<file path="src/hw/rtl/fdcc_pkg.sv">
// Package with shared constants for the framed receiver with checksum check.
`timescale 1ns / 1ps
`default_nettype none
package fdcc_pkg;

   localparam int BUFFER_DEPTH_DEF = 32;
   localparam int MAX_ADDRESS_DEF  = 126;

   localparam logic [7:0] END_MARK  = 8'h7F;
   localparam logic       ADDR_FLAG = 1'b1;
   localparam logic [6:0] SUM_MARK  = 7'h7F;
   localparam int         OVERHEAD  = 5;

   // register indexes on the csr port
   localparam logic [1:0] CSR_SELF_ADDRESS = 2'd0;
   localparam logic [1:0] CSR_MASTER_MODE  = 2'd1;
   localparam logic [1:0] CSR_PEER_ADDRESS = 2'd2;

   // result kinds
   localparam logic KIND_DATA  = 1'b0;
   localparam logic KIND_ERROR = 1'b1;

   // error codes
   localparam logic [2:0] ERR_DEST     = 3'd0;
   localparam logic [2:0] ERR_SOURCE   = 3'd1;
   localparam logic [2:0] ERR_CHECKSUM = 3'd2;
   localparam logic [2:0] ERR_OVERFLOW = 3'd3;
   localparam logic [2:0] ERR_SHORT    = 3'd4;
   localparam logic [2:0] ERR_NONE     = 3'd0;

endpackage
`default_nettype wire

</file>
<file path="src/hw/rtl/frame_deframer_checksum_check_core.sv">
// Top level: framed byte receiver with address and 7-bit Fletcher checks.
// A non-marker byte is absorbed straight into the buffer. A closing marker streams
// the frame through the shared checksum adder and compare, then each delivered
// data byte takes a RAM read, then an output register load.
// Input takes one byte per cycle while the sequencer is idle; from a closing marker
// to the frame's end it stalls, as the single buffer read port serializes the work.
// Reset (synchronous, active high) clears fill count, sequencer and registers.
`timescale 1ns / 1ps
`default_nettype none
module frame_deframer_checksum_check_core
   import fdcc_pkg::*;
#(
   parameter int BUFFER_DEPTH = BUFFER_DEPTH_DEF,
   parameter int MAX_ADDRESS  = MAX_ADDRESS_DEF
) (
   input  wire logic       clock,
   input  wire logic       reset,
   // input byte channel
   input  wire logic       req_valid,
   output logic            req_stall,
   input  wire logic [7:0] req_rx_byte,
   // result channel
   output logic            rsp_valid,
   input  wire logic       rsp_stall,
   output logic            rsp_kind,
   output logic      [7:0] rsp_payload_byte,
   output logic      [2:0] rsp_fault_code,
   output logic            rsp_last,
   // register write channel
   input  wire logic       csr_valid,
   output logic            csr_ready,
   input  wire logic [1:0] csr_index,
   input  wire logic [7:0] csr_data
);

   localparam int IDX_W = $clog2(BUFFER_DEPTH);
   localparam int LEN_W = $clog2(BUFFER_DEPTH + 1);
   localparam logic [6:0] ADDR_RESET = 7'(MAX_ADDRESS);

   // sequencer codes
   localparam logic [2:0] S_IDLE = 3'd0;
   localparam logic [2:0] S_CHK  = 3'd1;  // stream the frame, check header and checksum
   localparam logic [2:0] S_ERR  = 3'd2;  // hand out one error report
   localparam logic [2:0] S_DRD  = 3'd3;  // issue data byte read
   localparam logic [2:0] S_DWT  = 3'd4;  // present data byte

   logic [2:0]       state_ff, state_in;
   logic [IDX_W-1:0] fill_ff, fill_in;
   logic [LEN_W-1:0] len_ff, len_in;
   logic [IDX_W-1:0] rd_addr_ff, rd_addr_in;
   logic [IDX_W-1:0] pr_idx_ff, pr_idx_in;
   logic             rd_vld_ff, rd_vld_in;
   logic             iss_done_ff, iss_done_in;
   logic [6:0]       lo_ff, lo_in;
   logic [6:0]       hi_ff, hi_in;
   logic             mis_ff, mis_in;
   logic [2:0]       err_ff, err_in;
   logic [7:0]       reply_ff, reply_in;

   logic [6:0]       self_ff, self_in;
   logic             master_ff, master_in;
   logic [6:0]       peer_ff, peer_in;

   logic             out_vld_ff, out_vld_in;
   logic             out_kind_ff, out_kind_in;
   logic [7:0]       out_byte_ff, out_byte_in;
   logic [2:0]       out_code_ff, out_code_in;
   logic             out_last_ff, out_last_in;

   logic             req_xfer;
   logic             out_free;
   logic             rd_en;
   logic [7:0]       rd_data;
   logic [LEN_W-1:0] new_len;
   logic [LEN_W-1:0] ckpos;
   logic [LEN_W-1:0] last_idx;
   logic [LEN_W-1:0] pr_idx_ext;
   logic [LEN_W-1:0] rd_addr_ext;
   logic [6:0]       lo_sum, hi_sum;
   logic [6:0]       lo_fix, hi_fix;

   // frame buffer, one write per accepted byte, at most one read per sequencer step
   fdcc_ram #(
      .WIDTH (8),
      .DEPTH (BUFFER_DEPTH)
   ) u_buf (
      .clock   (clock),
      .wr_en   (req_xfer),
      .wr_addr (fill_ff),
      .wr_data (req_rx_byte),
      .rd_en   (rd_en),
      .rd_addr (rd_addr_ff),
      .rd_data (rd_data)
   );

   assign req_stall = (state_ff != S_IDLE);
   assign req_xfer  = req_valid && !req_stall;
   assign out_free  = !out_vld_ff || !rsp_stall;
   assign csr_ready = 1'b1;

   assign new_len     = LEN_W'(fill_ff) + LEN_W'(1);
   assign ckpos       = len_ff - LEN_W'(3);
   assign last_idx    = len_ff - LEN_W'(2);
   assign pr_idx_ext  = LEN_W'(pr_idx_ff);
   assign rd_addr_ext = LEN_W'(rd_addr_ff);

   // shared checksum unit: one byte per cycle through two 7-bit adders
   assign lo_sum = lo_ff + rd_data[6:0];
   assign hi_sum = hi_ff + lo_sum;
   // a marker value in a checksum byte is sent as zero
   assign lo_fix = (lo_ff == SUM_MARK) ? 7'd0 : lo_ff;
   assign hi_fix = (hi_ff == SUM_MARK) ? 7'd0 : hi_ff;

   always_comb begin
      rd_en = 1'b0;
      case (state_ff)
         S_CHK:   rd_en = !iss_done_ff;
         S_DRD:   rd_en = 1'b1;
         default: rd_en = 1'b0;
      endcase
   end

   // configuration registers
   always_comb begin
      self_in   = self_ff;
      master_in = master_ff;
      peer_in   = peer_ff;
      if (csr_valid && csr_ready) begin
         case (csr_index)
            CSR_SELF_ADDRESS: self_in   = csr_data[6:0];
            CSR_MASTER_MODE:  master_in = csr_data[0];
            CSR_PEER_ADDRESS: peer_in   = csr_data[6:0];
            default: ;
         endcase
      end
   end

   // sequencer
   always_comb begin
      state_in    = state_ff;
      fill_in     = fill_ff;
      len_in      = len_ff;
      rd_addr_in  = rd_addr_ff;
      pr_idx_in   = rd_addr_ff;
      rd_vld_in   = rd_en && (state_ff == S_CHK);
      iss_done_in = iss_done_ff;
      lo_in       = lo_ff;
      hi_in       = hi_ff;
      mis_in      = mis_ff;
      err_in      = err_ff;
      reply_in    = reply_ff;
      out_vld_in  = out_vld_ff && rsp_stall;
      out_kind_in = out_kind_ff;
      out_byte_in = out_byte_ff;
      out_code_in = out_code_ff;
      out_last_in = out_last_ff;

      case (state_ff)
         S_IDLE: begin
            if (req_xfer) begin
               if (req_rx_byte == END_MARK) begin
                  // marker closes the frame
                  fill_in     = '0;
                  len_in      = new_len;
                  rd_addr_in  = '0;
                  iss_done_in = 1'b0;
                  lo_in       = '0;
                  hi_in       = '0;
                  mis_in      = 1'b0;
                  if (new_len < LEN_W'(OVERHEAD)) begin
                     err_in   = ERR_SHORT;
                     state_in = S_ERR;
                  end else begin
                     state_in = S_CHK;
                  end
               end else if (new_len >= LEN_W'(BUFFER_DEPTH)) begin
                  // buffer full: drop the frame
                  fill_in  = '0;
                  err_in   = ERR_OVERFLOW;
                  state_in = S_ERR;
               end else begin
                  fill_in = IDX_W'(new_len);
               end
            end
         end

         S_CHK: begin
            // issue side: walk the buffer up to the checksum low byte
            if (rd_en) begin
               rd_addr_in = rd_addr_ff + IDX_W'(1);
               if (rd_addr_ext == last_idx) begin
                  iss_done_in = 1'b1;
               end
            end
            // process side: one byte per cycle, first failure wins
            if (rd_vld_ff) begin
               if (pr_idx_ext < ckpos) begin
                  lo_in = lo_sum;
                  hi_in = hi_sum;
               end
               if (pr_idx_ext == ckpos) begin
                  mis_in = (rd_data != {1'b0, hi_fix});
               end
               if (pr_idx_ext == LEN_W'(0)) begin
                  if (rd_data != {ADDR_FLAG, self_ff}) begin
                     err_in   = ERR_DEST;
                     state_in = S_ERR;
                  end
               end else if (pr_idx_ext == LEN_W'(1)) begin
                  if (master_ff) begin
                     if (rd_data != {1'b0, peer_ff}) begin
                        err_in   = ERR_SOURCE;
                        state_in = S_ERR;
                     end
                  end else begin
                     reply_in = rd_data;
                  end
               end else if (pr_idx_ext == last_idx) begin
                  if (mis_ff || (rd_data != {1'b0, lo_fix})) begin
                     err_in   = ERR_CHECKSUM;
                     state_in = S_ERR;
                  end else if (len_ff == LEN_W'(OVERHEAD)) begin
                     state_in = S_IDLE;
                  end else begin
                     rd_addr_in = IDX_W'(2);
                     state_in   = S_DRD;
                  end
               end
            end
         end

         S_ERR: begin
            if (out_free) begin
               out_vld_in  = 1'b1;
               out_kind_in = KIND_ERROR;
               out_byte_in = 8'h00;
               out_code_in = err_ff;
               out_last_in = 1'b1;
               state_in    = S_IDLE;
            end
         end

         S_DRD: begin
            state_in = S_DWT;
         end

         S_DWT: begin
            // hold the read data until the output register frees up
            if (out_free) begin
               out_vld_in  = 1'b1;
               out_kind_in = KIND_DATA;
               out_byte_in = rd_data;
               out_code_in = ERR_NONE;
               out_last_in = (rd_addr_ext == ckpos - LEN_W'(1));
               if (rd_addr_ext == ckpos - LEN_W'(1)) begin
                  state_in = S_IDLE;
               end else begin
                  rd_addr_in = rd_addr_ff + IDX_W'(1);
                  state_in   = S_DRD;
               end
            end
         end

         default: begin
            state_in = S_IDLE;
         end
      endcase
   end

   always_ff @(posedge clock) begin
      if (reset) begin
         state_ff    <= S_IDLE;
         fill_ff     <= '0;
         rd_vld_ff   <= 1'b0;
         iss_done_ff <= 1'b0;
         out_vld_ff  <= 1'b0;
         reply_ff    <= {1'b0, ADDR_RESET};
         self_ff     <= ADDR_RESET;
         master_ff   <= 1'b0;
         peer_ff     <= ADDR_RESET;
      end else begin
         state_ff    <= state_in;
         fill_ff     <= fill_in;
         rd_vld_ff   <= rd_vld_in;
         iss_done_ff <= iss_done_in;
         out_vld_ff  <= out_vld_in;
         reply_ff    <= reply_in;
         self_ff     <= self_in;
         master_ff   <= master_in;
         peer_ff     <= peer_in;
      end
   end

   always_ff @(posedge clock) begin
      len_ff      <= len_in;
      rd_addr_ff  <= rd_addr_in;
      pr_idx_ff   <= pr_idx_in;
      lo_ff       <= lo_in;
      hi_ff       <= hi_in;
      mis_ff      <= mis_in;
      err_ff      <= err_in;
      out_kind_ff <= out_kind_in;
      out_byte_ff <= out_byte_in;
      out_code_ff <= out_code_in;
      out_last_ff <= out_last_in;
   end

   assign rsp_valid        = out_vld_ff;
   assign rsp_kind         = out_kind_ff;
   assign rsp_payload_byte = out_byte_ff;
   assign rsp_fault_code   = out_code_ff;
   assign rsp_last         = out_last_ff;

`ifndef SYNTHESIS
   // a frame under check always holds at least the fixed overhead
   a_chk_len: assert property (@(posedge clock) disable iff (reset)
      (state_ff == S_CHK) |-> (len_ff >= LEN_W'(OVERHEAD)))
      else $error("frame check entered with a short frame");

   // data replay stays inside the data field
   a_data_range: assert property (@(posedge clock) disable iff (reset)
      (state_ff == S_DRD) |-> (rd_addr_ext >= LEN_W'(2) && rd_addr_ext < ckpos))
      else $error("data read outside the data field");

   // data results carry no error code
   a_data_code: assert property (@(posedge clock) disable iff (reset)
      (out_vld_ff && out_kind_ff == KIND_DATA) |-> (out_code_ff == ERR_NONE))
      else $error("data result with nonzero error code");

   // error reports always close the item
   a_err_last: assert property (@(posedge clock) disable iff (reset)
      (out_vld_ff && out_kind_ff == KIND_ERROR) |-> (out_last_ff && out_byte_ff == 8'h00))
      else $error("malformed error report");

   // reply address only changes in slave mode while checking a frame
   a_reply_hold: assert property (@(posedge clock) disable iff (reset)
      (state_ff != S_CHK || master_ff) |=> $stable(reply_ff))
      else $error("reply address changed outside slave frame check");
`endif

endmodule
`default_nettype wire

</file>
<file path="src/hw/rtl/fdcc_ram.sv">
// Generic single-port-write, single-port-read RAM with registered read data.
`timescale 1ns / 1ps
`default_nettype none
module fdcc_ram #(
   parameter int WIDTH = 8,
   parameter int DEPTH = 32
) (
   input  wire logic                     clock,
   input  wire logic                     wr_en,
   input  wire logic [$clog2(DEPTH)-1:0] wr_addr,
   input  wire logic [WIDTH-1:0]         wr_data,
   input  wire logic                     rd_en,
   input  wire logic [$clog2(DEPTH)-1:0] rd_addr,
   output logic      [WIDTH-1:0]         rd_data
);

   logic [WIDTH-1:0] mem_ff [DEPTH];

   always_ff @(posedge clock) begin
      if (wr_en) begin
         mem_ff[wr_addr] <= wr_data;
      end
      if (rd_en) begin
         rd_data <= mem_ff[rd_addr];
      end
   end

endmodule
`default_nettype wire

</file>
<file path="config.mk">
export PLATFORM = sky130hd
export DESIGN_NAME = frame_deframer_checksum_check_core
export DESIGN_NICKNAME = d
export VERILOG_FILES = /design/src/hw/rtl/fdcc_pkg.sv /design/src/hw/rtl/frame_deframer_checksum_check_core.sv /design/src/hw/rtl/fdcc_ram.sv
export SDC_FILE = /design/constraint.sdc
export NUM_CORES = 1
export LEC_CHECK = 0
export ABC_AREA = 1
export ABC_CLOCK_PERIOD_IN_PS = 3700
export BUFFER_PORTS_ARGS = -buffer_cell sky130_fd_sc_hd__buf_4
export CORE_MARGIN = 10
export CORE_UTILIZATION = 40
export CTS_CLUSTER_DIAMETER = 60
export DETAILED_ROUTE_END_ITERATION = 10
export MAX_ROUTING_LAYER = met4
export PLACE_DENSITY_LB_ADDON = 0.25
export SYNTH_ARGS = -nofsm -noshare
export SYNTH_HDL_FRONTEND = slang
export SYNTH_SLANG_ARGS = --single-unit
</file>
<file path="constraint.sdc">
create_clock -name clock -period 3.7 [get_ports clock]
set_input_delay 0.74 -clock clock [delete_from_list [all_inputs] [get_ports clock]]
set_output_delay 0.74 -clock clock [all_outputs]
set_load 0.02 [all_outputs]
</file>
# Word level (Yosys, flattened, before mapping)
# Memory sizes are Yosys's and may differ from the RTL's. A register that Yosys moved wholly into a read port is not among the register bits.
# Cells that the tools add are included.
[totals]
memories = 1
out_inout_bits = 16
regBits = 73
ramBits = 256
word_cells = 172
in_bits = 23
[mem_list]
columns = ["name", "depth", "word_bits", "rd", "rd_clocked_by_memory_dff", "write_ports", "line_no", "text"]
rows = [
  ["u_buf.mem_ff", 32, 8, 1, 1, 1, "fdcc_ram.sv:17", "logic [WIDTH-1:0] mem_ff [DEPTH];"],
]
[op_classes]
n_reduce_logical = 29
order_cmp = 3
n_mux = 77
add_sub_neg = 7
eq_ne = 36
[ops]
columns = ["operator", "count"]
rows = [
  ["3-bit 2-to-1 mux", 25],
  ["5-bit 2-to-1 mux", 13],
  ["7-bit 2-to-1 mux", 8],
  ["7-bit one-hot mux with 2 select lines", 2],
  ["5-bit by 6-bit == test with 1-bit output", 4],
  ["8-bit by 7-bit != test with 1-bit output", 3],
  ["5-bit AND reduction", 4],
  ["8-bit 2-to-1 mux", 2],
  ["8-bit one-hot mux with 2 select lines", 1],
  ["3-bit one-hot mux with 5 select lines", 1],
  ["5-bit one-hot mux with 3 select lines", 1],
  ["7-bit adder", 2],
  ["7-bit == test (second input constant)", 2],
  ["2-bit != test (second input constant)", 7],
  ["1-bit 2-to-1 mux", 13],
  ["3-bit one-hot mux with 2 select lines", 2],
  ["6-bit by 2-bit subtractor with 6-bit output (second input constant)", 2],
  ["1-bit one-hot mux with 2 select lines", 5],
  ["10-bit AND reduction", 1],
  ["9-bit AND reduction", 1],
  ["8-bit by 7-bit == test with 1-bit output (second input constant)", 1],
  ["2-bit 2-to-1 mux", 4],
  ["4-bit by 1-bit != test with 1-bit output (second input constant)", 2],
  ["8-bit != test", 1],
  ["other kinds (29)", 45],
]

# Longest topological paths before layout
# Gate-level depths: netlist of the first run.
[logic_depth]
ltp_word = 10
depth_mapped = 15
depth_no_buf = 15

# Cells and area by module
# A second synthesis of the first run with hierarchy kept.
[unflattened]
hier_cells = 1524
area_unflattened_um2 = 15531.1
[by_module_without_submodules]
columns = ["module", "cells_per_inst", "area_per_inst_um2", "seq_area_each_um2", "instances"]
rows = [
  ["fdcc_ram", 922, 10866.7, 7927.6, 1],
  ["frame_deframer_checksum_check_core", 602, 4664.5, 1881.8, 1],
]

# Worst setup path before layout of the first run
# Ideal clock, no wire load.
[synth_timing]
path_kind = "flip-flop to flip-flop"
startpoint = "register len_ff[2]"
endpoint = "register hi_ff[0], enable pin"
t_required_ps = 3310
path_buffers = 0
arrival_time_ps = 2404
period_less_slack_ps = 2793
stages_incl_launch_ff = 12
setup_slack_ps = 907
setup_time_ps = 390
path_cell_list = "edfxtp_1 inv_2 ha_1 nand2_1 nand2_1 nand2_1 nand2_2 ha_1 a21o_1 a21oi_1 o22ai_1 a21oi_1"
[synth_via]
elab_chain_len = 4
[synth_rtl]
columns = ["item", "line_no", "text"]
rows = [
  ["start: declaration", "frame_deframer_checksum_check_core.sv:49", "logic [LEN_W-1:0] len_ff, len_in;"],
  ["start signal: assignment", "frame_deframer_checksum_check_core.sv:295", "len_ff <= len_in;"],
  ["6-bit by 2-bit subtractor with 6-bit output", "frame_deframer_checksum_check_core.sv:102", "assign ckpos = len_ff - LEN_W'(3);"],
  ["5-bit by 6-bit < comparator with 1-bit output", "frame_deframer_checksum_check_core.sv:197", "if (pr_idx_ext < ckpos) begin"],
  ["2-bit by 1-bit != test with 1-bit output (no line)", "-", ""],
  ["5-bit AND reduction (no line)", "-", ""],
  ["end signal: assignment", "frame_deframer_checksum_check_core.sv:299", "hi_ff <= hi_in;"],
  ["end: declaration", "frame_deframer_checksum_check_core.sv:55", "logic [6:0] hi_ff, hi_in;"],
]
# No other way between the ends.
# A chain may end at the register's enable or synchronous reset.

# Final worst setup path of the first run
[layout_timing]
startpoint = "register u_buf.rd_data[2] (read register of u_buf.mem_ff)"
endpoint = "register hi_ff[6], data pin"
[layout_via]
elab_chain_len = 5
[layout_rtl]
columns = ["item", "line_no", "text"]
rows = [
  ["start: declaration", "fdcc_ram.sv:14", "output logic [WIDTH-1:0] rd_data"],
  ["7-bit adder", "frame_deframer_checksum_check_core.sv:108", "assign lo_sum = lo_ff + rd_data[6:0];"],
  ["net lo_sum[3]", "frame_deframer_checksum_check_core.sv:79", "logic [6:0] lo_sum, hi_sum;"],
  ["7-bit adder", "frame_deframer_checksum_check_core.sv:109", "assign hi_sum = hi_ff + lo_sum;"],
  ["7-bit 2-to-1 mux", "frame_deframer_checksum_check_core.sv:197", ""],
  ["7-bit 2-to-1 mux", "frame_deframer_checksum_check_core.sv:196", "if (rd_vld_ff) begin"],
  ["7-bit one-hot mux with 2 select lines", "frame_deframer_checksum_check_core.sv:158", "case (state_ff)"],
]
# The timed path passes the listed nets, and every way through them passes these cells. The select of a mux whose other input is x is not followed.

==> results.ini, run 1 <==
[outcome]
outcome = finished, final reports clean

[drt]
wl_per_cell_um = 18.8
drc_errors = 0
first_iter_violations = 805
avgViaCountPerCell = 5.35
first_pass_iters = 5
totalWireLength_mm = 36.7
vias = 10400
drtAntennaViolNets = 0

[die]
die_w_um = 214
die_y_um = 214
start_util = 0.407
dieArea_um2 = 45600
ios = 39
design.core.area_um2 = 36800
rows = 70

[power_and_ir_drop]
combPwrFrac = 0.020
power.density_nw_per_um2 = 464
p_seq_frac = 0.525
internal_power_uw = 6320
power_frac_clock = 0.456
sw_frac_of_total = 0.207
peakVddDrop_mv = 0.387
p_leak_uw = 0.00625
p_switching_uw = 1650

[clock_network]
cts.clk_slew.worst_paths_ns = 0.06
root_buffer = clkbuf_16
cts_buffers = 38
clockBufferDepth = 3
cts-htree-levels = 2
cts_resized = 0
cts_setup_buffers = 0
cts_sinks = 337
clock_latency_ns = 0.54
cts_tree = yes
hold_buffers = 0

[final_layout]
syn2layout_area_growth_pct = 14.5
drive_gt1_frac = 0.105
antennaDiodeCount = 0
nets = 1505
multiInputGateArea_um2 = 4550
fillers = 3435
seq_area_um2 = 9810

[grt]
antenna_found_initial = 0
grt_overflow = 0
grt_pass1_wl_mm = 57.2
grt_usage = 0.166
grt_max_degree = 135
first_global_vias = 10200

[sta]
final-hold-violation-count = 0
hold_ws_ns = 0.434
finalCriticalPeriod_ns = 2.98
worst_pin_slew_ns = 1.06
finalSetupTns_ns = 0
setup_violations = 0
max-slew-margin-rel = 0.291
slew_violations = 0
finalCritPeriodShare = 0.804
clock.fmax_mhz = 336
rsz0062_at_grt = no
skew_ns = 0.0197

[synth]
synth_cells = 1395
ys.flop_type = edfxtp_1
seq_area_frac_synth = 0.655
synthTopCellsByCount = 306 x edfxtp_1, 251 x nor2_1, 183 x nand2_1, 168 x o21ai_0, 88 x inv_1
avgSynthCellArea_um2 = 10.7
synth_edf_count = 306
netlist_area_um2 = 15000
synthTopCellsByArea = edfxtp_1 61%, nor2_1 6.3%, o21ai_0 5.6%
ys_types = 42
synth_top_area_frac = 0.613
synth_fp_nets = 1447
synth_most_common_cell = edfxtp_1
synth_largest_area_cell = edfxtp_1
ys_ff_latch = 337
synth_warnings = 0
synthArstFlopShare = 0

[worst_setup_path]
crit_path_end_kind = register
cp-start-kind = register
cp.arrival_ns = 3.24
cp_max_fo = 7
rrSetupSlack_ns = 0.72
required_ns = 3.97
worstSetupPathType = reg -> reg

[hold_path]
min_path_type = in -> reg

[job]
max_cap_violations = 0

[placement]
port-buffer-count = 36
finalWeightedCongestion = 0.859
hpwl_mm = 23.1

-- flip-flops by register name, indices dropped and copies added (netlist names), 6 cells and up --
| signal | flops |
|---|---|
| u_buf.mem_ff | 256 |
| rsp_payload_byte | 8 |
| u_buf.rd_data | 8 |
| hi_ff | 7 |
| lo_ff | 7 |
| peer_ff | 7 |
| self_ff | 7 |
| len_ff | 6 |
-- layout make-up --
class	instances	share of cell area
Multi-Input combinational cell	902	0.265
Clock buffer	47	0.0592
Clock inverter	21	0.0112
Inverter	91	0.0200
Timing Repair Buffer	83	0.0385
Tap cell	468	0.0341
Sequential cell	337	0.572
-- through the flow --
| step | total power (µW) | cell area [µm²] | utilization | cells | worst slack (ns) |
|---|---|---|---|---|---|
| after global placement | 4410 | 15900 | 0.433 | 1881 | 0.625 |
| after CTS | 8050 | 17200 | 0.466 | 1949 | 0.712 |
| final | 7960 | 17200 | 0.466 | 1949 | 0.723 |
| after detailed placement | 4410 | 15900 | 0.433 | 1881 | 0.599 |
| after floorplan | 4310 | 15000 | - | 1395 | 0.907 |
| after global routing | 8210 | 17200 | 0.466 | 1949 | 0.443 |
-- path summary, 6_finish.rpt --
| path | start | to | cells past startpoint |
|---|---|---|---|
| setup reg to reg | u_buf.rd_data[2] | hi_ff[6] | 14 |
| hold / removal | csr_data[5] | peer_ff[5] | 3 |
| setup / recovery | u_buf.rd_data[2] | hi_ff[6] | 14 |
| hold reg to reg | master_ff | master_ff | 2 |
-- power by group through the flow --
stage	clock network, µW	logic (µW)	registers (µW)
6_report	3630	156	4180
2_1_floorplan	0	58.2	4260
5_1_grt	3860	173	4180
3_3_place_gp	0	152	4260
3_5_place_dp	0	156	4260
4_1_cts	3710	157	4180
-- logic make-up after synthesis --
logic type	Yosys count	synth area share
simple gates	524	0.143
flops	337	0.655
compound gates	317	0.117
buf+inv	156	0.0415
xor+xnor	31	0.0181
fa+ha+maj	29	0.0252
other cells	1	0.000250
-- routing by layer --
layer / vias up / GRT usage / wire [µm]
met3: 77 / 0.0295 / 2270
met1: 4979 / 0.218 / 16800
met4: 0 / 0.0628 / 1260
met2: 314 / 0.254 / 16300
li1: 5048 / - / -
met5: - / - / 0
-- critical path, stage by stage (launching register included) --
cell	delay, ns
edfxtp_1	0.51
ha_1	0.37
a21o_1	0.17
a31oi_1	0.24
xor2_1	0.23
inv_1	0.07
ha_1	0.27
inv_1	0.06
o21bai_1	0.22
nand2_1	0.08
nand2_1	0.06
a21oi_1	0.06
xor2_1	0.15
o21ai_0	0.17
a21oi_1	0.06
-- cell usage in the layout (no fill, tap or decap), types with 25 or more instances in the layout --
cell type / n
a21oi_1: 40
buf_4: 80
clkbuf_16: 39
dfxtp_1: 31
edfxtp_1: 306
ha_1: 27
inv_1: 87
nand2_1: 183
nand3_1: 49
nor2_1: 251
o21ai_0: 168
o22ai_1: 81
xor2_1: 25
No activity file was read; power rests on OpenSTA's default activity.
==> run 2: changes to the inputs <==
Settings changed: ABC_CLOCK_PERIOD_IN_PS 3700 to 3100.
Clock period 3.7 ns to 3.1 ns, I/O delays scaled along.
==> results.ini, run 2 (synthesis results as in run 1) <==
[power_and_ir_drop]
sw_frac_of_total = 0.204
p_leak_uw = 0.00638
combPwrFrac = 0.020
internal_power_uw = 7610
peakVddDrop_mv = 0.470
p_seq_frac = 0.521
power_frac_clock = 0.458
power.density_nw_per_um2 = 551
p_switching_uw = 1950

[die]
die_y_um = 214
die_w_um = 214
dieArea_um2 = 45600
start_util = 0.407
design.core.area_um2 = 36800
ios = 39
rows = 70

[drt]
drtAntennaViolNets = 0
avgViaCountPerCell = 5.32
first_iter_violations = 868
vias = 10500
totalWireLength_mm = 36.8
drc_errors = 0
wl_per_cell_um = 18.6
first_pass_iters = 5

[final_layout]
antennaDiodeCount = 0
top_register = u_buf.mem_ff
drive_gt1_frac = 0.121
seq_area_um2 = 9810
nets = 1527
largest_reg_flops = 256
final_common_cell = edfxtp_1
stdcell_count = 1973
final_cell_mix = 306 x edfxtp_1, 251 x nor2_1, 183 x nand2_1, 168 x o21ai_0, 102 x buf_4
syn2layout_area_growth_pct = 15.8
multiInputGateArea_um2 = 4550
fillers = 3349

[sta]
clock.fmax_mhz = 347
finalCriticalPeriod_ns = 2.89
finalSetupTns_ns = 0
finalCritPeriodShare = 0.931
skew_ns = 0.0240
slew_violations = 0
worst_pin_slew_ns = 0.600
final-hold-violation-count = 0
finalWorstSetupSlack_ns = 0.215
max-slew-margin-rel = 0.596
setup_violations = 0

[grt]
grt_overflow = 0
grt_usage = 0.166
grt_max_degree = 135
grt_pass1_wl_mm = 57.4
first_global_vias = 10200
antenna_found_initial = 0

[placement]
port-buffer-count = 36
hpwl_mm = 23.4
place_inst = 1902
finalWeightedCongestion = 0.894
place_ws_ns = 0.212

[hold_path]
min_path_type = in -> reg

[clock_network]
cts-htree-levels = 2
clockBufferDepth = 3
root_buffer = clkbuf_16
clock_latency_ns = 0.54
cts_tree = yes
cts.clk_slew.worst_paths_ns = 0.06
hold_buffers = 0
cts_sinks = 337
cts_buffers = 38

[worst_setup_path]
cp-start-kind = register
cp.arrival_ns = 3.16
required_ns = 3.38
crit_path_end_kind = register
cp_max_fo = 4
worstSetupPathType = reg -> reg

[job]
max_cap_violations = 0

[outcome]
outcome = finished, final reports clean

==> run 2: timing repair <==
action,CTS,global route
endpoints found under the hold margin,0,0
gates resized for setup,0,1
setup buffers,0,1
setup endpoints to repair,0,1
==> run 2: area by class of cell <==
type / instances / area share
clock buffer: 46 / 0.0578
clock inverter: 24 / 0.0131
inverter: 91 / 0.0198
multi-input combinational: 902 / 0.262
sequential: 337 / 0.565
tap: 468 / 0.0338
timing repair buffer: 105 / 0.0476
==> run 2: per-stage QoR <==
stage	cell area, µm²	power, µW	util	hold slack (ns)
floorplan	15000	5150	-	0.343
CTS	17300	9650	0.471	0.302
detailed placement	16100	5270	0.438	0.452
global route	17300	9860	0.472	0.328
global placement	16100	5270	0.438	0.449
finish	17300	9560	0.472	0.315
==> run 2: worst paths after layout <==
kind              depth (start not counted)         from          to  slack [ns]
setup / recovery                         14     lo_ff[2]    hi_ff[6]        0.21
hold / removal                            3  csr_data[4]  peer_ff[4]        0.31
hold reg to reg                           2    master_ff   master_ff        0.47
setup reg to reg                         14     lo_ff[2]    hi_ff[6]        0.21
==> run 2: power by group through the flow <==
stage	sequential [µW]	clock, µW	combinational [µW]
CTS	4980	4470	193
finish	4980	4380	192
detailed placement	5080	0	192
global placement	5080	0	189
global route	4990	4660	214
floorplan	5080	0	69.5
==> run 2: routing by layer <==
layer / track usage / part of all wire / vias up
li1: - / - / 5093
met1: 0.217 / 0.45 / 5015
met2: 0.258 / 0.46 / 325
met3: 0.0336 / 0.070 / 59
met4: 0.0477 / 0.021 / 0
met5: - / 0 / -
==> run 2: worst max-delay path, cell delays in order (launching register included) <==
cell	delay [ns]
edfxtp_1	0.44
ha_1	0.37
a21o_1	0.16
a31oi_1	0.24
xor2_1	0.22
inv_1	0.07
ha_1	0.27
inv_1	0.07
o21bai_1	0.22
nand2_1	0.08
nand2_1	0.07
a21oi_1	0.07
xor2_1	0.15
o21ai_0	0.16
a21oi_1	0.05
